===== src/sesc_pkg.sv =====
// Shared types, codes and constants for the string escaper.
// No dependencies; every other file in src imports this package.
package sesc_pkg;

   typedef struct packed {
      logic [7:0] in_byte;
      logic       string_end;
   } req_word_type;

   typedef struct packed {
      logic [7:0] out_byte;
      logic       run_end;
      logic       text_end;
   } rsp_word_type;

   // How one slot of a job is written out
   localparam logic [1:0] KIND_RAW = 2'd0;   // byte as is
   localparam logic [1:0] KIND_ESC = 2'd1;   // backslash, then the stored letter
   localparam logic [1:0] KIND_HEX = 2'd2;   // \xHH

   typedef struct packed {
      logic [1:0] kind;
      logic [7:0] data;
   } slot_type;

   localparam int JOB_SLOTS = 4;

   typedef struct packed {
      slot_type [JOB_SLOTS-1:0] slots;
      logic [1:0]               last_slot;
      logic                     last;
   } job_type;

   localparam int QUEUE_DEPTH = 2;
   localparam int QUEUE_PTR_W = 1;
   localparam int QUEUE_CNT_W = 2;

   localparam logic [7:0] CHAR_TAB  = 8'h09;
   localparam logic [7:0] CHAR_LF   = 8'h0A;
   localparam logic [7:0] CHAR_CR   = 8'h0D;
   localparam logic [7:0] CHAR_BSL  = 8'h5C;
   localparam logic [7:0] CHAR_T    = 8'h74;
   localparam logic [7:0] CHAR_N    = 8'h6E;
   localparam logic [7:0] CHAR_R    = 8'h72;
   localparam logic [7:0] CHAR_X    = 8'h78;
   localparam logic [7:0] CHAR_ZERO = 8'h30;
   localparam logic [7:0] CHAR_HEXA = 8'h37;   // 'A' - 10

   function automatic logic [7:0] hex_digit(input logic [3:0] nib);
      logic [7:0] wide;
      wide = {4'h0, nib};
      if (nib < 4'd10) begin
         hex_digit = CHAR_ZERO + wide;
      end else begin
         hex_digit = CHAR_HEXA + wide;
      end
   endfunction

endpackage


===== src/sesc_front.sv =====
// Front end: tracks the open UTF-8 sequence and turns input bytes into jobs of
// up to four output slots; held sequence bytes push none. Depends on sesc_pkg.
module sesc_front
   import sesc_pkg::*;
(
   input  logic         clock,
   input  logic         reset,
   input  logic         accept,
   input  req_word_type req_word,
   output logic         push_valid,
   output job_type      push_job
);

   logic [7:0] held_ff [3];
   logic [7:0] held_in [3];
   logic [1:0] held_cnt_ff, held_cnt_in;
   logic [2:0] seq_len_ff, seq_len_in;

   logic [7:0] b;
   logic       last;
   logic       open_seq, is_cont, complete, extend;
   logic [2:0] lead_len;
   logic [1:0] n_held;
   logic [1:0] held_kind;
   logic [1:0] tail_kind;
   logic [7:0] tail_data;
   logic       tail_present;
   logic       hold_lead;
   logic [2:0] total;

   assign b    = req_word.in_byte;
   assign last = req_word.string_end;

   assign open_seq = (held_cnt_ff != 2'd0) && (seq_len_ff > {1'b0, held_cnt_ff});
   assign is_cont  = (b[7:6] == 2'b10);
   assign complete = open_seq && is_cont && (({1'b0, held_cnt_ff} + 3'd1) == seq_len_ff);
   assign extend   = open_seq && is_cont && !complete;
   assign n_held   = open_seq ? held_cnt_ff : 2'd0;
   assign held_kind = complete ? KIND_RAW : KIND_HEX;

   always_comb begin
      if (b[7:5] == 3'b110) begin
         lead_len = 3'd2;
      end else if (b[7:4] == 4'b1110) begin
         lead_len = 3'd3;
      end else if (b[7:3] == 5'b11110) begin
         lead_len = 3'd4;
      end else begin
         lead_len = 3'd0;
      end
   end

   // last slot of the job: the arriving byte, escaped or raw
   always_comb begin
      tail_kind    = KIND_RAW;
      tail_data    = b;
      tail_present = 1'b1;
      hold_lead    = 1'b0;
      if (complete) begin
         tail_kind = KIND_RAW;
      end else if (extend) begin
         tail_kind    = KIND_HEX;
         tail_present = last;
      end else begin
         case (b)
            CHAR_TAB: begin tail_kind = KIND_ESC; tail_data = CHAR_T;   end
            CHAR_BSL: begin tail_kind = KIND_ESC; tail_data = CHAR_BSL; end
            CHAR_LF:  begin tail_kind = KIND_ESC; tail_data = CHAR_N;   end
            CHAR_CR:  begin tail_kind = KIND_ESC; tail_data = CHAR_R;   end
            default: begin
               if (!b[7]) begin
                  tail_kind = KIND_RAW;
               end else if (lead_len == 3'd0 || last) begin
                  tail_kind = KIND_HEX;
               end else begin
                  tail_present = 1'b0;
                  hold_lead    = 1'b1;
               end
            end
         endcase
      end
   end

   assign total = {1'b0, n_held} + {2'b00, tail_present};

   always_comb begin
      for (int i = 0; i < JOB_SLOTS - 1; i++) begin
         if (2'(i) < n_held) begin
            push_job.slots[i].kind = held_kind;
            push_job.slots[i].data = held_ff[i];
         end else begin
            push_job.slots[i].kind = tail_kind;
            push_job.slots[i].data = tail_data;
         end
      end
      push_job.slots[JOB_SLOTS-1].kind = tail_kind;
      push_job.slots[JOB_SLOTS-1].data = tail_data;
      push_job.last_slot = 2'(total - 3'd1);
      push_job.last      = last;
   end

   // a continuation that only extends the sequence emits nothing
   assign push_valid = accept && !(extend && !last) && (total != 3'd0);

   always_comb begin
      held_in     = held_ff;
      held_cnt_in = held_cnt_ff;
      seq_len_in  = seq_len_ff;
      if (accept) begin
         if (extend) begin
            held_in[held_cnt_ff] = b;
            held_cnt_in          = held_cnt_ff + 2'd1;
         end else begin
            held_cnt_in = 2'd0;
            seq_len_in  = 3'd0;
            if (hold_lead) begin
               held_in[0]  = b;
               held_cnt_in = 2'd1;
               seq_len_in  = lead_len;
            end
         end
         if (last) begin
            held_cnt_in = 2'd0;
            seq_len_in  = 3'd0;
         end
      end
   end

   always_ff @(posedge clock) begin
      if (reset) begin
         held_ff     <= '{default: 8'h00};
         held_cnt_ff <= 2'd0;
         seq_len_ff  <= 3'd0;
      end else begin
         held_ff     <= held_in;
         held_cnt_ff <= held_cnt_in;
         seq_len_ff  <= seq_len_in;
      end
   end

endmodule


===== src/sesc_queue.sv =====
// Two-entry job queue between front and back end.
// Depends on sesc_pkg.
module sesc_queue
   import sesc_pkg::*;
(
   input  logic    clock,
   input  logic    reset,
   input  logic    push,
   input  job_type push_job,
   input  logic    pop,
   output logic    full,
   output logic    empty,
   output job_type head
);

   job_type                 mem_ff [QUEUE_DEPTH];
   logic [QUEUE_PTR_W-1:0]  wr_ptr_ff, wr_ptr_in;
   logic [QUEUE_PTR_W-1:0]  rd_ptr_ff, rd_ptr_in;
   logic [QUEUE_CNT_W-1:0]  cnt_ff, cnt_in;

   function automatic logic [QUEUE_PTR_W-1:0] ptr_next(input logic [QUEUE_PTR_W-1:0] p);
      if (p == QUEUE_PTR_W'(QUEUE_DEPTH - 1)) begin
         ptr_next = '0;
      end else begin
         ptr_next = p + QUEUE_PTR_W'(1);
      end
   endfunction

   assign full  = (cnt_ff == QUEUE_CNT_W'(QUEUE_DEPTH));
   assign empty = (cnt_ff == '0);
   assign head  = mem_ff[rd_ptr_ff];

   always_comb begin
      wr_ptr_in = push ? ptr_next(wr_ptr_ff) : wr_ptr_ff;
      rd_ptr_in = pop  ? ptr_next(rd_ptr_ff) : rd_ptr_ff;
      cnt_in    = cnt_ff;
      if (push && !pop) begin
         cnt_in = cnt_ff + QUEUE_CNT_W'(1);
      end else if (pop && !push) begin
         cnt_in = cnt_ff - QUEUE_CNT_W'(1);
      end
   end

   always_ff @(posedge clock) begin
      if (push) begin
         mem_ff[wr_ptr_ff] <= push_job;
      end
   end

   always_ff @(posedge clock) begin
      if (reset) begin
         wr_ptr_ff <= '0;
         rd_ptr_ff <= '0;
         cnt_ff    <= '0;
      end else begin
         wr_ptr_ff <= wr_ptr_in;
         rd_ptr_ff <= rd_ptr_in;
         cnt_ff    <= cnt_in;
      end
   end

endmodule


===== src/sesc_back.sv =====
// Back end: walks the head job slot by slot and writes one escaped
// byte per cycle, unless stalled, into the output register. Depends on sesc_pkg.
module sesc_back
   import sesc_pkg::*;
(
   input  logic         clock,
   input  logic         reset,
   input  logic         empty,
   input  job_type      head,
   output logic         pop,
   output logic         rsp_valid,
   input  logic         rsp_stall,
   output rsp_word_type rsp_word
);

   logic [1:0]   slot_idx_ff, slot_idx_in;
   logic [1:0]   char_idx_ff, char_idx_in;
   logic         rsp_valid_ff, rsp_valid_in;
   rsp_word_type rsp_word_ff, rsp_word_in;

   slot_type   cur;
   logic [7:0] ch;
   logic       slot_done;
   logic       job_done;
   logic       out_free;
   logic       advance;

   assign cur = head.slots[slot_idx_ff];

   always_comb begin
      ch        = cur.data;
      slot_done = 1'b1;
      unique case (cur.kind)
         KIND_RAW: begin
            ch        = cur.data;
            slot_done = 1'b1;
         end
         KIND_ESC: begin
            ch        = (char_idx_ff == 2'd0) ? CHAR_BSL : cur.data;
            slot_done = (char_idx_ff == 2'd1);
         end
         KIND_HEX: begin
            case (char_idx_ff)
               2'd0:    ch = CHAR_BSL;
               2'd1:    ch = CHAR_X;
               2'd2:    ch = hex_digit(cur.data[7:4]);
               default: ch = hex_digit(cur.data[3:0]);
            endcase
            slot_done = (char_idx_ff == 2'd3);
         end
         default: begin
            ch        = cur.data;
            slot_done = 1'b1;
         end
      endcase
   end

   assign job_done = slot_done && (slot_idx_ff == head.last_slot);
   assign out_free = !rsp_valid_ff || !rsp_stall;
   assign advance  = !empty && out_free;
   assign pop      = advance && job_done;

   always_comb begin
      slot_idx_in  = slot_idx_ff;
      char_idx_in  = char_idx_ff;
      rsp_word_in  = rsp_word_ff;
      rsp_valid_in = rsp_valid_ff && rsp_stall;
      if (advance) begin
         rsp_valid_in         = 1'b1;
         rsp_word_in.out_byte = ch;
         rsp_word_in.run_end  = job_done;
         rsp_word_in.text_end = job_done && head.last;
         if (slot_done) begin
            char_idx_in = 2'd0;
            slot_idx_in = job_done ? 2'd0 : slot_idx_ff + 2'd1;
         end else begin
            char_idx_in = char_idx_ff + 2'd1;
         end
      end
   end

   always_ff @(posedge clock) begin
      rsp_word_ff <= rsp_word_in;
   end

   always_ff @(posedge clock) begin
      if (reset) begin
         slot_idx_ff  <= 2'd0;
         char_idx_ff  <= 2'd0;
         rsp_valid_ff <= 1'b0;
      end else begin
         slot_idx_ff  <= slot_idx_in;
         char_idx_ff  <= char_idx_in;
         rsp_valid_ff <= rsp_valid_in;
      end
   end

   assign rsp_valid = rsp_valid_ff;
   assign rsp_word  = rsp_word_ff;

`ifndef SYNTH
   a_raw_one_char: assert property (@(posedge clock) disable iff (reset)
      (!empty && cur.kind == KIND_RAW) |-> (char_idx_ff == 2'd0))
      else $error("raw slot walked past its only byte");

   a_slot_in_job: assert property (@(posedge clock) disable iff (reset)
      !empty |-> (slot_idx_ff <= head.last_slot))
      else $error("slot index beyond the job");

   a_idle_indices: assert property (@(posedge clock) disable iff (reset)
      empty |-> (slot_idx_ff == 2'd0 && char_idx_ff == 2'd0))
      else $error("walk indices not cleared between jobs");

   a_text_end_run_end: assert property (@(posedge clock) disable iff (reset)
      (rsp_valid_ff && rsp_word_ff.text_end) |-> rsp_word_ff.run_end)
      else $error("string end flagged on a byte that does not close its run");
`endif

endmodule


===== src/string_escape_utf8_passthrough.sv =====
// C-style string escaper with UTF-8 passthrough, top level.
// Depends on sesc_pkg, sesc_front, sesc_queue and sesc_back.
//
// Use:
//   req_ channel: one raw string byte per word (in_byte) plus string_end
//   on the last byte of the string. A word is taken when req_valid is
//   high and req_stall low.
//   rsp_ channel: one escaped byte per word. run_end marks the last byte
//   caused by an input word, text_end the last byte of the whole string.
//   Bytes of an unfinished UTF-8 sequence produce nothing until the
//   sequence completes, breaks or the string ends.
// Timing:
//   The first output byte of an input word passes through the job
//   queue and the output register before it shows on rsp_word.
//   Output runs at one byte per cycle while rsp_stall is low. An input
//   word yields 1 byte for plain text, 2 for \t \\ \n \r, 4 per \xHH
//   escape, up to 16 when a broken sequence is flushed. The output
//   register sets the rate.
//   The front end takes a new word every cycle while the two-entry job
//   queue has room; req_stall is simply "queue full".
// Reset: clears the held sequence, the queue and the output valid flag.
// Stall: when rsp_stall is high the output word holds; the back end
//   stops, the queue fills, and then req_stall rises.
module string_escape_utf8_passthrough
   import sesc_pkg::*;
(
   input  logic         clock,
   input  logic         reset,
   input  logic         req_valid,
   output logic         req_stall,
   input  req_word_type req_word,
   output logic         rsp_valid,
   input  logic         rsp_stall,
   output rsp_word_type rsp_word
);

   logic    accept;
   logic    push_valid;
   job_type push_job;
   logic    q_full;
   logic    q_empty;
   logic    q_pop;
   job_type q_head;

   // front may only take a word when the queue can absorb its job
   assign req_stall = q_full;
   assign accept    = req_valid && !q_full;

   sesc_front u_front (
      .clock      (clock),
      .reset      (reset),
      .accept     (accept),
      .req_word   (req_word),
      .push_valid (push_valid),
      .push_job   (push_job)
   );

   sesc_queue u_queue (
      .clock    (clock),
      .reset    (reset),
      .push     (push_valid),
      .push_job (push_job),
      .pop      (q_pop),
      .full     (q_full),
      .empty    (q_empty),
      .head     (q_head)
   );

   // back end expands one slot character per cycle into rsp_word unless stalled
   sesc_back u_back (
      .clock     (clock),
      .reset     (reset),
      .empty     (q_empty),
      .head      (q_head),
      .pop       (q_pop),
      .rsp_valid (rsp_valid),
      .rsp_stall (rsp_stall),
      .rsp_word  (rsp_word)
   );

endmodule

===== config.mk =====
export PLATFORM = sky130hd
export DESIGN_NAME = string_escape_utf8_passthrough
export DESIGN_NICKNAME = d
export VERILOG_FILES = /design/src/sesc_pkg.sv /design/src/sesc_front.sv /design/src/sesc_queue.sv /design/src/sesc_back.sv /design/src/string_escape_utf8_passthrough.sv
export SDC_FILE = /design/constraint.sdc
export NUM_CORES = 1
export LEC_CHECK = 0
export ABC_AREA = 0
export BUFFER_PORTS_ARGS = -buffer_cell sky130_fd_sc_hd__buf_2
export CAP_MARGIN = 20
export CORE_MARGIN = 3
export CORE_UTILIZATION = 65
export DETAILED_ROUTE_END_ITERATION = 10
export PLACE_DENSITY = 0.85
export SETUP_SLACK_MARGIN = 0.05
export SLEW_MARGIN = 0
export SYNTH_ARGS = -nofsm -noshare
export SYNTH_HDL_FRONTEND = slang
export SYNTH_SLANG_ARGS = --single-unit

===== constraint.sdc =====
create_clock -name clock -period 13.2 [get_ports clock]
set_clock_uncertainty 0.1 [all_clocks]
set_input_delay 3.96 -clock clock [delete_from_list [all_inputs] [get_ports clock]]
set_output_delay 3.96 -clock clock [all_outputs]
set_load 0.01 [all_outputs]

; ---- Yosys cells after proc, flatten, opt, wreduce, memory -nomap -nowiden
; Memory sizes are Yosys's and may differ from the RTL's. A register that Yosys moved wholly into a read port is not among the register bits.
; Cells that the tools add are included.
; W data, S select, Z words.
[op_classes]
n_addsub = 14
magnitude_cmp = 9
eq_ne = 17
mux = 56
bitwise_logic = 1
n_reduce_logical = 39
[op_table]
columns = operator, count
row1 = $mux W8, 8
row2 = $mux W10, 4
row3 = $pmux W8 S4, 1
row4 = $add A6 B4 Y7 const A, 4
row5 = $mux W2, 13
row6 = $bwmux W24, 1
row7 = $eq A8 B4 Y1 const B, 3
row8 = $pmux W8 S3, 1
row9 = $bmux W10 S2, 1
row10 = $mux W1, 18
row11 = $mux W3, 6
row12 = $demux W8 S2, 1
row13 = $logic_and A1 B1 Y1, 16
row14 = $pmux W8 S2, 1
row15 = $eq A2 B2 Y1 const B, 5
row16 = $logic_not A1 Y1, 9
row17 = $add A2 B1 Y2 const B, 4
row18 = $eq A8 B7 Y1 const B, 1
row19 = $lt A4 B4 Y1 const B, 2
row20 = $reduce_and A2 Y1, 4
row21 = $reduce_bool A2 Y1, 3
row22 = $eq A5 B5 Y1 const B, 1
row23 = $eq A2 B1 Y1 const B, 2
row24 = $eq A4 B4 Y1 const B, 1
row25 = 21 further kinds, 26
[totals]
register_bits = 48
mem_bits_rw = 86
input_bits = 13
output_inout_bits = 12
elab_cells = 151
mem_count = 1
[memory_table]
columns = name, depth, word_bits, rd, rd_ports_with_merged_regs, write_ports, line
row1 = u_queue.mem_ff, 2, 43, 1, 1, 1, sesc_queue.sv:16  ; job_type mem_ff [QUEUE_DEPTH];

; ---- Logic depth before layout (Yosys ltp)
; Gate-level depths: netlist (run 1).
[depth]
ltp_word = 18
depth_mapped = 17
mapped_depth_nobuf = 16

; ---- Cells and area by module
; A second synthesis (run 1) with hierarchy kept.
[unflattened]
hier_cells = 526
area_unflattened_um2 = 6633.9
[modules_own_cells]
columns = module, instances, cells_per_inst, area_each_um2, seq_area_each_um2
row1 = sesc_queue, 1, 156, 3309.4, 2682.6
row2 = sesc_front, 1, 236, 2011.9, 580.6
row3 = sesc_back, 1, 133, 1298.7, 400.4
row4 = string_escape_utf8_passthrough, 1, 1, 13.8, 0.0

; ---- Least setup slack after synthesis (run 1)
; Ideal clock, no wire load.
[synth_path]
path_type = in2reg
start = in req_word[7] (netlist bit)
end = mem u_queue.mem_ff[0][0] (netlist bit) (enable)
setup_ps = 449
arrival_ps = 7681
t_required_ps = 12651
path_slack_ps = 4970
stages = 9
path_buffers = 0
path_cell_list = a2111oi_2 a31oi_1 ha_1 ha_1 inv_1 ha_1 nor2b_1 a311oi_1 nor2b_1
[synth_between]
elab_chain_cells = 16
word_cells_on_any_way = 31
cone_classes = 1 x add/sub / 8 x eq/ne / 10 x mux / 12 x reduce/logical
[synth_lines]
columns = element, line
row1 = "start, declared", string_escape_utf8_passthrough.sv:31  ; input req_word_type req_word,
row2 = $eq A5 B5 Y1, sesc_front.sv:46  ; end else if (b[7:3] == 5'b11110) begin
row3 = $mux W3, sesc_front.sv:46
row4 = $mux W3, sesc_front.sv:44  ; end else if (b[7:4] == 4'b1110) begin
row5 = $mux W3, sesc_front.sv:42  ; if (b[7:5] == 3'b110) begin
row6 = $logic_not A3 Y1, sesc_front.sv:73  ; end else if (lead_len == 3'd0 || last) begin
row7 = $logic_or A1 B1 Y1, sesc_front.sv:73
row8 = $mux W1, sesc_front.sv:73
row9 = $mux W1, sesc_front.sv:71  ; if (!b[7]) begin
row10 = $mux W1, sesc_front.sv:65  ; case (b)
row11 = $mux W1, sesc_front.sv:61  ; end else if (extend) begin
row12 = $mux W1, sesc_front.sv:59  ; if (complete) begin
row13 = $add A2 B1 Y3, sesc_front.sv:84  ; assign total = {1'b0, n_held} + {2'b00, tail_present};
row14 = $reduce_bool A3 Y1, sesc_front.sv:103  ; assign push_valid = accept && !(extend && !last) && (total != 3'd0);
row15 = $logic_and A1 B1 Y1 *, sesc_front.sv:103
row16 = via push_valid, string_escape_utf8_passthrough.sv:38  ; logic push_valid;
row17 = $mux W1 *, sesc_queue.sv:45  ; if (push) begin
row18 = $mux W1 (implied by the code) *, sesc_queue.sv:46  ; mem_ff[wr_ptr_ff] <= push_job;
row19 = "end, declared", sesc_queue.sv:16
; Mark *: on every way through the listed nets, which the timed path passes. The rest lies on a longest branch.

; ---- Worst setup path after layout (run 1)
[layout_path]
start = in req_word[8] (netlist bit)
end = mem u_queue.mem_ff[1][33] (netlist bit) (enable)
; The elaborated chain is that of the path after synthesis.

==> metrics, run 1 <==
status=completed; RSZ-0062 raised after global routing=false; GR Util met2=42.76%; row count=35; startpoint class of the critical path=input pin; maxcap violations=0; First DRT Iteration DRCs=296; M3 GR Usage=5.634%; IO buf count=24; Yosys top cell area share=44.81%; Die Height=105.5 um; htree depth=4; placed insts=619; I/O Pins=25; relative slew slack=32.46%; M1 GR Usage=34.36%; critical path arrival=7.10 ns; Initial Util=68.33%; worst setup path class=input pin to flop; clk slew on worst S/H paths=0.06 ns; worst skew pair latency=0.51 ns; GRT Resource Usage Total=26.01%; drt first pass iters=7; Synth area leaders=edfxtp_1, dfxtp_1, mux4_2; post-synth cell types=65; Peak VDD IR=0.00009923 V; final net count=541; CTS tree=done; Post-CTS Hold Fix Bufs=0; final worst path period share=53.56%; Core Box Area=9415 sq um; Comb pwr share=30.9%; ys async rst share=0%; first-pass GRT wire length=22.05 mm; Sink Count=135; EDFF count, synth=96; Worst EP required=13.23 ns; gp weighted congestion=0.9185; DRC Markers=0; most used flip-flop cell after synthesis=edfxtp_1; CTS Buffer Depth=2; endpoints failing hold=0; Syn Inst Count=482; vias per std cell=6.303; DIE WIDTH=105.5 um; Synthesized Nets=514; Max Freq=141.4 MHz; share of total power in sequential cells=38.7%; sw frac=32.65%; Seq/Total Area, Yosys=56.94%; post-route setup slack=6.130 ns; Final setup violation count=0; Slew @ Worst Pin=1.006 ns; critical path capture point type=flop; # Post-CTS Setup Buffers=0; Mapped Area=6434 sq um; Detailed Place HPWL=8.483 mm; fillers=536; area added between synthesis and finish=12.27%; via count=4,103; final std cells w/o fill=651; Int Pwr=994.0 uW; Clock Power Share=30.4%; final cell utilization of the core=76.72%; leakage=2.673 nW; final WL=13.68 mm; Tmin final=7.070 ns; share of layout cells above drive strength 1=22.03%; critical-path maximum fanout=43; #FFs+latches synth=135; vias in the first global route=4,128; Root Driver=clkbuf_8; Inserted Diodes=0; Slew Viols, Final=0; die area=11,130 sq um; type of the tightest min-delay check=flop to flop; Top Usage Layer GRT=met2; pin count of the biggest net entering global routing=48; most frequent cell after synthesis=edfxtp_1; Power Dens Cells=204.3 nW/um^2; grt ovf=0; Detail Route Antenna Nets=0; P_sw=481.8 uW; most frequent cells after synthesis=edfxtp_1, dfxtp_1, a21oi_1, mux2i_1, nor2_1; Synth area leader=edfxtp_1; yosys warns=0; cts repair resizes=0; CTS buffer count=17; routed length per placed instance=21.01 um; setup TNS=0 ns; post-place setup slack=5.602 ns; antenna violations before repair=0; Post-Syn Area per Cell=13.35 sq um
metal layers:
layer  part of all wire (%)  wire length, um
met3                    5.9              813
met2                     49             6735
met4                    2.1              286
met1                     43             5840
met5                      0                0
state kept, by name, summed over array words and instances, names as in the netlist, 2 cells and up, named ones only:
signal and flops:
u_front.held_ff 24, u_front.held_cnt_ff 2, u_back.char_idx_ff 2, u_back.rsp_word 10, u_front.seq_len_ff 3, u_queue.cnt_ff 2, u_queue.mem_ff 86, u_back.slot_idx_ff 2
final timing paths:
| check | startpoint | depth (start not counted) | to | slack, ns |
|---|---|---|---|---|
| min reg2reg | u_front.held_ff[22] | 2 | u_front.held_ff[22] | 0.36 |
| min | u_front.held_ff[22] | 2 | u_front.held_ff[22] | 0.36 |
| max reg2reg | u_front.held_cnt_ff[1] | 13 | u_queue.mem_ff[1][33] | 8.56 |
| max | req_word[8] | 11 | u_queue.mem_ff[1][33] | 6.13 |
area by class of cell:
class / instances / area (sq um) / area share [%]
clock buffer: 20 / 446.7 / 6.184
clock inverter: 12 / 117.6 / 1.628
inverter: 28 / 105.1 / 1.455
multi-input combinational: 299 / 2566 / 35.53
sequential: 135 / 3664 / 50.72
tap: 129 / 161.4 / 2.235
timing repair buffer: 28 / 162.7 / 2.252
power by group through the flow:
stage / sequential (mW) / combinational (mW) / clock [mW]
final: 0.572 / 0.455 / 0.449
after global routing: 0.576 / 0.496 / 0.473
after global placement: 0.574 / 0.434 / 0
after CTS: 0.572 / 0.453 / 0.453
after detailed placement: 0.578 / 0.448 / 0
after floorplan: 0.584 / 0.333 / 0
worst max-delay path, stage by stage:
cell and delay, ns:
buf_2 0.14, inv_1 0.10, a2111oi_2 0.47, a31oi_1 0.18
ha_1 0.22, ha_1 0.27, inv_1 0.04, ha_1 0.16
nor2b_1 0.12, a311oi_1 0.49, and2_2 0.92
metrics by stage:
| step | cell area (sq um) | hold slack [ns] | power, mW |
|---|---|---|---|
| 5_1_grt | 7223 | 0.3865 | 1.545 |
| 3_5_place_dp | 6659 | 0.3496 | 1.025 |
| 2_1_floorplan | 6434 | 0.3230 | 0.9173 |
| 4_1_cts | 7223 | 0.3595 | 1.478 |
| 3_3_place_gp | 6639 | 0.3329 | 1.008 |
| 6_report | 7223 | 0.3614 | 1.476 |
logic make-up after synthesis:
group	count (synthesis)	share of synthesized area (%)
xor+xnor	7	0.9530
flops	135	56.94
buf+inv	48	3.306
simple gates	114	9.665
fa+ha+maj	19	3.695
mux	77	16.98
compound gates	82	8.460
layout by cell type, fill, tap and decap left out, drive strengths merged, types with 2 or more instances in the layout:
cell type / n
ha: 19
clkinv: 5
nand3: 3
and2: 5
mux2i: 32
mux4: 20
o21a: 2
nand4: 3
clkinvlp: 2
buf: 28
a31o: 3
nand2: 19
mux2: 25
clkbuf: 20
o21bai: 2
nand4b: 2
or4b: 3
and3: 3
inv: 32
a21oi: 29
dfxtp: 39
nor3: 5
a2111oi: 3
xor2: 7
a31oi: 4
a21o: 4
o21ai: 18
nand3b: 2
nor2: 29
nor2b: 4
o211ai: 3
nand2b: 25
or3: 3
o31ai: 2
edfxtp: 96
or2: 2
Power figures use the tool's default switching activity.
==> run 2: changes to the inputs <==
Settings changed: CORE_UTILIZATION 65 to 56, PLACE_DENSITY 0.85 to 0.78.
Clock period 13.2 ns to 5.76 ns, I/O delays scaled along.
==> run 2 against run 1 <==
Effect of this change: the run now ends with DRC left; via count fell by 4.6%; clock-buffer cell count fell by 2; non-clock buffer count did not move; clock power rose to 2.7 times the previous value; worst setup slack got worse by 5.1 ns; worst hold slack got worse by 0.0067 ns; power rose by 140%; critical endpoint is now u_queue.mem_ff[1][9]; largest cell class unchanged; largest power group unchanged.
==> metrics, run 2 (same netlist as run 1, synthesis figures left out) <==
# Post-CTS Setup Buffers=0; IO buf count=24; critical path arrival=4.67 ns; max reg flops=86; gp weighted congestion=0.8944; type of the tightest min-delay check=flop to flop; r2r startpoint=u_front.held_cnt_ff[1]; worst hold margin=0.3547 ns; final cell utilization of the core=66.52%; cts repair resizes=0; post-route setup slack=1.045 ns; r2r setup slk=1.37 ns; Initial Util=58.33%; DIE WIDTH=113.2 um; row count=38; status=finished, violations left; Power Dens Cells=486.0 nW/um^2; worst reg2reg path depth=14; maxcap violations=0; CTS buffer count=17; clk slew on worst S/H paths=0.06 ns; Sink Count=135; Inserted Diodes=0; critical-path maximum fanout=43; startpoint class of the critical path=input pin; worst skew pair latency=0.42 ns; commonest non-fill, non-tap cell in the layout=edfxtp_1; endpoints failing hold=0; Peak VDD IR=0.0002484 V; final net count=541; failing checks=DRC; share of layout cells above drive strength 1=22.22%; Final setup violation count=0; CTS Buffer Depth=2; setup TNS=0 ns; Top reg by flops=u_queue.mem_ff; Core Box Area=11,030 sq um; Hold Path Stages=2; vias per std cell=5.915; critical path capture point type=flop; Area after DPL=6660 sq um; area added between synthesis and finish=14.04%; pin count of the biggest net entering global routing=48; Die Height=113.2 um; first-pass GRT wire length=20.82 mm; post-place setup slack=0.6919 ns; worst-case hold path end point=u_front.held_ff[15]; GRT Resource Usage Total=21.28%; grt ovf=0; relative slew slack=24.41%; commonest cells after routing, fill and taps aside=edfxtp_1, dfxtp_1, mux2i_1, nor2_1, a21oi_1; Slew @ Worst Pin=1.132 ns; CTS tree=done; I/O Pins=25; antenna violations before repair=0; Tmin final=4.715 ns; die area=12,810 sq um; Worst EP required=5.71 ns; Slew Viols, Final=0; RSZ-0062 raised after global routing=false; htree depth=4; final std cells w/o fill=662; Root Driver=clkbuf_16; Detailed Place HPWL=8.349 mm; via count=3,916; drt first pass iters=8; First DRT Iteration DRCs=256; vias in the first global route=3,908; total power=3.565 mW; Post-CTS Hold Fix Bufs=0; Worst Hold Launch=u_front.held_ff[15]; reg-to-reg critical path endpoint=u_queue.mem_ff[1][9]; DRC Markers=1; Final Cell Area=7337 sq um; final worst path period share=81.86%; routed length per placed instance=19.11 um; Detail Route Antenna Nets=0; final WL=12.65 mm; worst setup path class=input pin to flop; Max Freq=212.1 MHz; placed insts=630; leakage=2.718 nW
run 2: worst max-delay path, cell delays in order:
cell,delay (ns)
buf_2,0.14
inv_1,0.10
a2111oi_2,0.48
a31oi_1,0.17
ha_1,0.22
ha_1,0.29
inv_1,0.05
ha_1,0.17
nor2b_1,0.13
a311oi_1,0.46
and2_2,0.23
buf_4,0.47
run 2: metal layers:
metal	GRT usage, %	vias up	wire (um)
li1	-	1861	-
met1	28.95	1918	5661
met2	33.61	120	6129
met3	5.294	17	649
met4	7.452	0	208
met5	0	-	0
run 2: worst max path at each step:
stage	slack, ns	end	startpoint
6_report	1.04	u_queue.mem_ff[1][9]	req_word[8]
5_1_grt	0.84	u_queue.mem_ff[0][9]	req_word[8]
4_1_cts	1.06	u_queue.mem_ff[0][33]	req_word[8]
3_5_place_dp	0.69	u_queue.mem_ff[0][15]	req_word[8]
3_3_place_gp	0.77	u_queue.mem_ff[0][15]	req_word[8]
2_1_floorplan	0.56	u_queue.mem_ff[0][0]	req_word[7]
run 2: cell type report:
| class | count | area, sq um |
|---|---|---|
| multi-input combinational | 299 | 2566 |
| clock inverter | 14 | 247.7 |
| fill | 777 | 3694 |
| tap | 140 | 175.2 |
| inverter | 28 | 105.1 |
| timing repair buffer | 28 | 150.1 |
| clock buffer | 18 | 429.2 |
| sequential | 135 | 3664 |
run 2: power by group:
| part | total [mW] | switching, mW | internal [mW] |
|---|---|---|---|
| Sequential | 1.36 | 0.104 | 1.25 |
| Clock | 1.23 | 0.413 | 0.816 |
| Combinational | 0.980 | 0.563 | 0.416 |
| Total | 3.57 | 1.08 | 2.49 |
==> run 3: changes to the inputs <==
Settings changed: CORE_UTILIZATION 56 to 62, PLACE_DENSITY 0.78 to 0.82.
Clock period 5.76 ns to 4.4 ns, I/O delays scaled along.
==> run 3 against run 2 <==
Effect of this change: the run now ends clean; clock power rose by 12%; register-to-register slack worse by 0.95 ns; power up 26%; routed wire length is 5.3% higher; die area fell by 9.2%; design area fell by 0.63%; first-iteration DRC count up 16%; via count is 4.7% higher; worst setup slack got worse by 0.62 ns.
==> metrics, run 3 (same netlist as run 1, synthesis figures left out) <==
status=completed; clk slew on worst S/H paths=0.06 ns; gp weighted congestion=0.8712; Hold Path Stages=2; area added between synthesis and finish=13.32%; startpoint class of the critical path=flop; worst skew pair latency=0.53 ns; Clock Power Share=30.8%; CTS tree=done; GRT Resource Usage Total=25.14%; relative slew slack=34.26%; Sink Count=135; die area=11,630 sq um; IO buf count=24; critical path capture point type=flop; worst reg2reg path depth=14; Critical Path Most Common Cell=ha_1; worst setup path class=flop to flop; Comb pwr share=30.4%; Area after DPL=6714 sq um; setup TNS=0 ns; Initial Util=64.92%; CTS buffer count=17; maxcap violations=0; final net count=546; Detail Route Antenna Nets=0; antenna violations before repair=0; Post-CTS Hold Fix Bufs=0; Peak VDD IR=0.0003730 V; cts repair resizes=0; final WL=13.32 mm; vias in the first global route=4,019; routed length per placed instance=20.18 um; DRC Markers=0; leakage=2.699 nW; Detailed Place HPWL=8.475 mm; r2r startpoint=u_front.held_cnt_ff[0]; sw frac=31.60%; P_sw=1.415 mW; critical path arrival=4.33 ns; vias per std cell=6.211; grt ovf=0; type of the tightest min-delay check=flop to flop; Final Cell Area=7291 sq um; htree depth=4; Inserted Diodes=0; Power Dens Cells=614.2 nW/um^2; Worst EP required=4.75 ns; critical-path maximum fanout=10; DIE WIDTH=107.9 um; commonest cells after routing, fill and taps aside=edfxtp_1, dfxtp_1, mux2i_1, nor2_1, a21oi_1; Int Pwr=3.063 mW; Top reg by flops=u_queue.mem_ff; drt first pass iters=5; cell breakdown of the critical path=inv_1, ha_1, xor2_1, or3_1, a31oi_1, ha_1, ha_1, inv_1, ha_1, nor2b_1, a311oi_1, ha_1, or3_1, a21oi_1; Worst Hold Launch=u_front.held_ff[15]; final worst path period share=90.39%; Max Freq=251.4 MHz; Core Box Area=9910 sq um; worst-case hold path end point=u_front.held_ff[15]; Slew @ Worst Pin=0.9795 ns; Tmin final=3.977 ns; first-pass GRT wire length=21.67 mm; Final setup violation count=0; RSZ-0062 raised after global routing=false; share of total power in sequential cells=38.8%; WP buf/inv=2; Slew Viols, Final=0; CP max stage delay=0.57 ns; # Post-CTS Setup Buffers=0; Root Driver=clkbuf_8; I/O Pins=25; First DRT Iteration DRCs=298; reg-to-reg critical path endpoint=u_queue.cnt_ff[1]; via count=4,099; share of layout cells above drive strength 1=22.39%; CTS Buffer Depth=2; pin count of the biggest net entering global routing=48; max reg flops=86; Slowest-stage cell, CP=dfxtp_1; Largest delay share family, worst path=adder cells; endpoints failing hold=0; Die Height=107.9 um; r2r setup slk=0.42 ns; row count=36; commonest non-fill, non-tap cell in the layout=edfxtp_1
[run 3: cell type report]
class | instances | area (sq um)
clock inverters | 13 | 155.1
inverters | 28 | 105.1
repair buffers | 33 | 212.7
fillers | 612 | 2619
multi-input cells | 299 | 2566
flip-flops and latches | 135 | 3664
clock buffers | 19 | 421.7
well taps | 133 | 166.4
[run 3: worst max-delay path by stage]
stage	startpoint	endpoint	slack (ns)	depth (start not counted)
after floorplan	req_word[7]	u_queue.mem_ff[0][0]	0.06	9
after global placement	req_word[8]	u_queue.cnt_ff[1]	0.26	13
after detailed placement	req_word[8]	u_queue.cnt_ff[1]	0.13	13
after CTS	u_front.held_cnt_ff[1]	u_queue.cnt_ff[1]	0.40	15
after global routing	u_front.held_cnt_ff[1]	u_queue.cnt_ff[1]	0.08	15
final	u_front.held_cnt_ff[0]	u_queue.cnt_ff[1]	0.42	14
[run 3: stage by stage]
stage          std cells  total power [mW]  util [%]  hold WS [ns]  worst slack [ns]
6_report             660             4.478     73.57        0.3512            0.4229
5_1_grt              660             4.689     73.57        0.3791           0.07531
4_1_cts              660             4.497     73.57        0.3547            0.3952
3_5_place_dp         628             3.093     67.75        0.3423            0.1326
3_3_place_gp         628             3.057     67.75        0.3364            0.2594
2_1_floorplan        482             2.750         -        0.3230           0.05691
[run 3: tightest hold or removal path: stages (launching register included)]
cell and delay, ns:
dfxtp_1 0.31, inv_1 0.05, a21oi_1 0.05
[run 3: power by group through the flow]
stage,clock (mW),combinational [mW],sequential [mW]
6_report,1.38,1.36,1.74
5_1_grt,1.44,1.49,1.75
4_1_cts,1.40,1.36,1.74
3_5_place_dp,0,1.34,1.75
3_3_place_gp,0,1.31,1.74
2_1_floorplan,0,1.00,1.75
[run 3: metal layers]
| layer | GRT usage [%] | part of all wire [%] | wire [um] | up-vias |
|---|---|---|---|---|
| met2 | 39.48 | 49 | 6541 | 184 |
| met1 | 34.07 | 42 | 5571 | 2018 |
| met3 | 6.419 | 7.0 | 934 | 21 |
| li1 | - | - | - | 1876 |
| met5 | 0 | 0 | 0 | - |
| met4 | 9.288 | 2.0 | 270 | 0 |
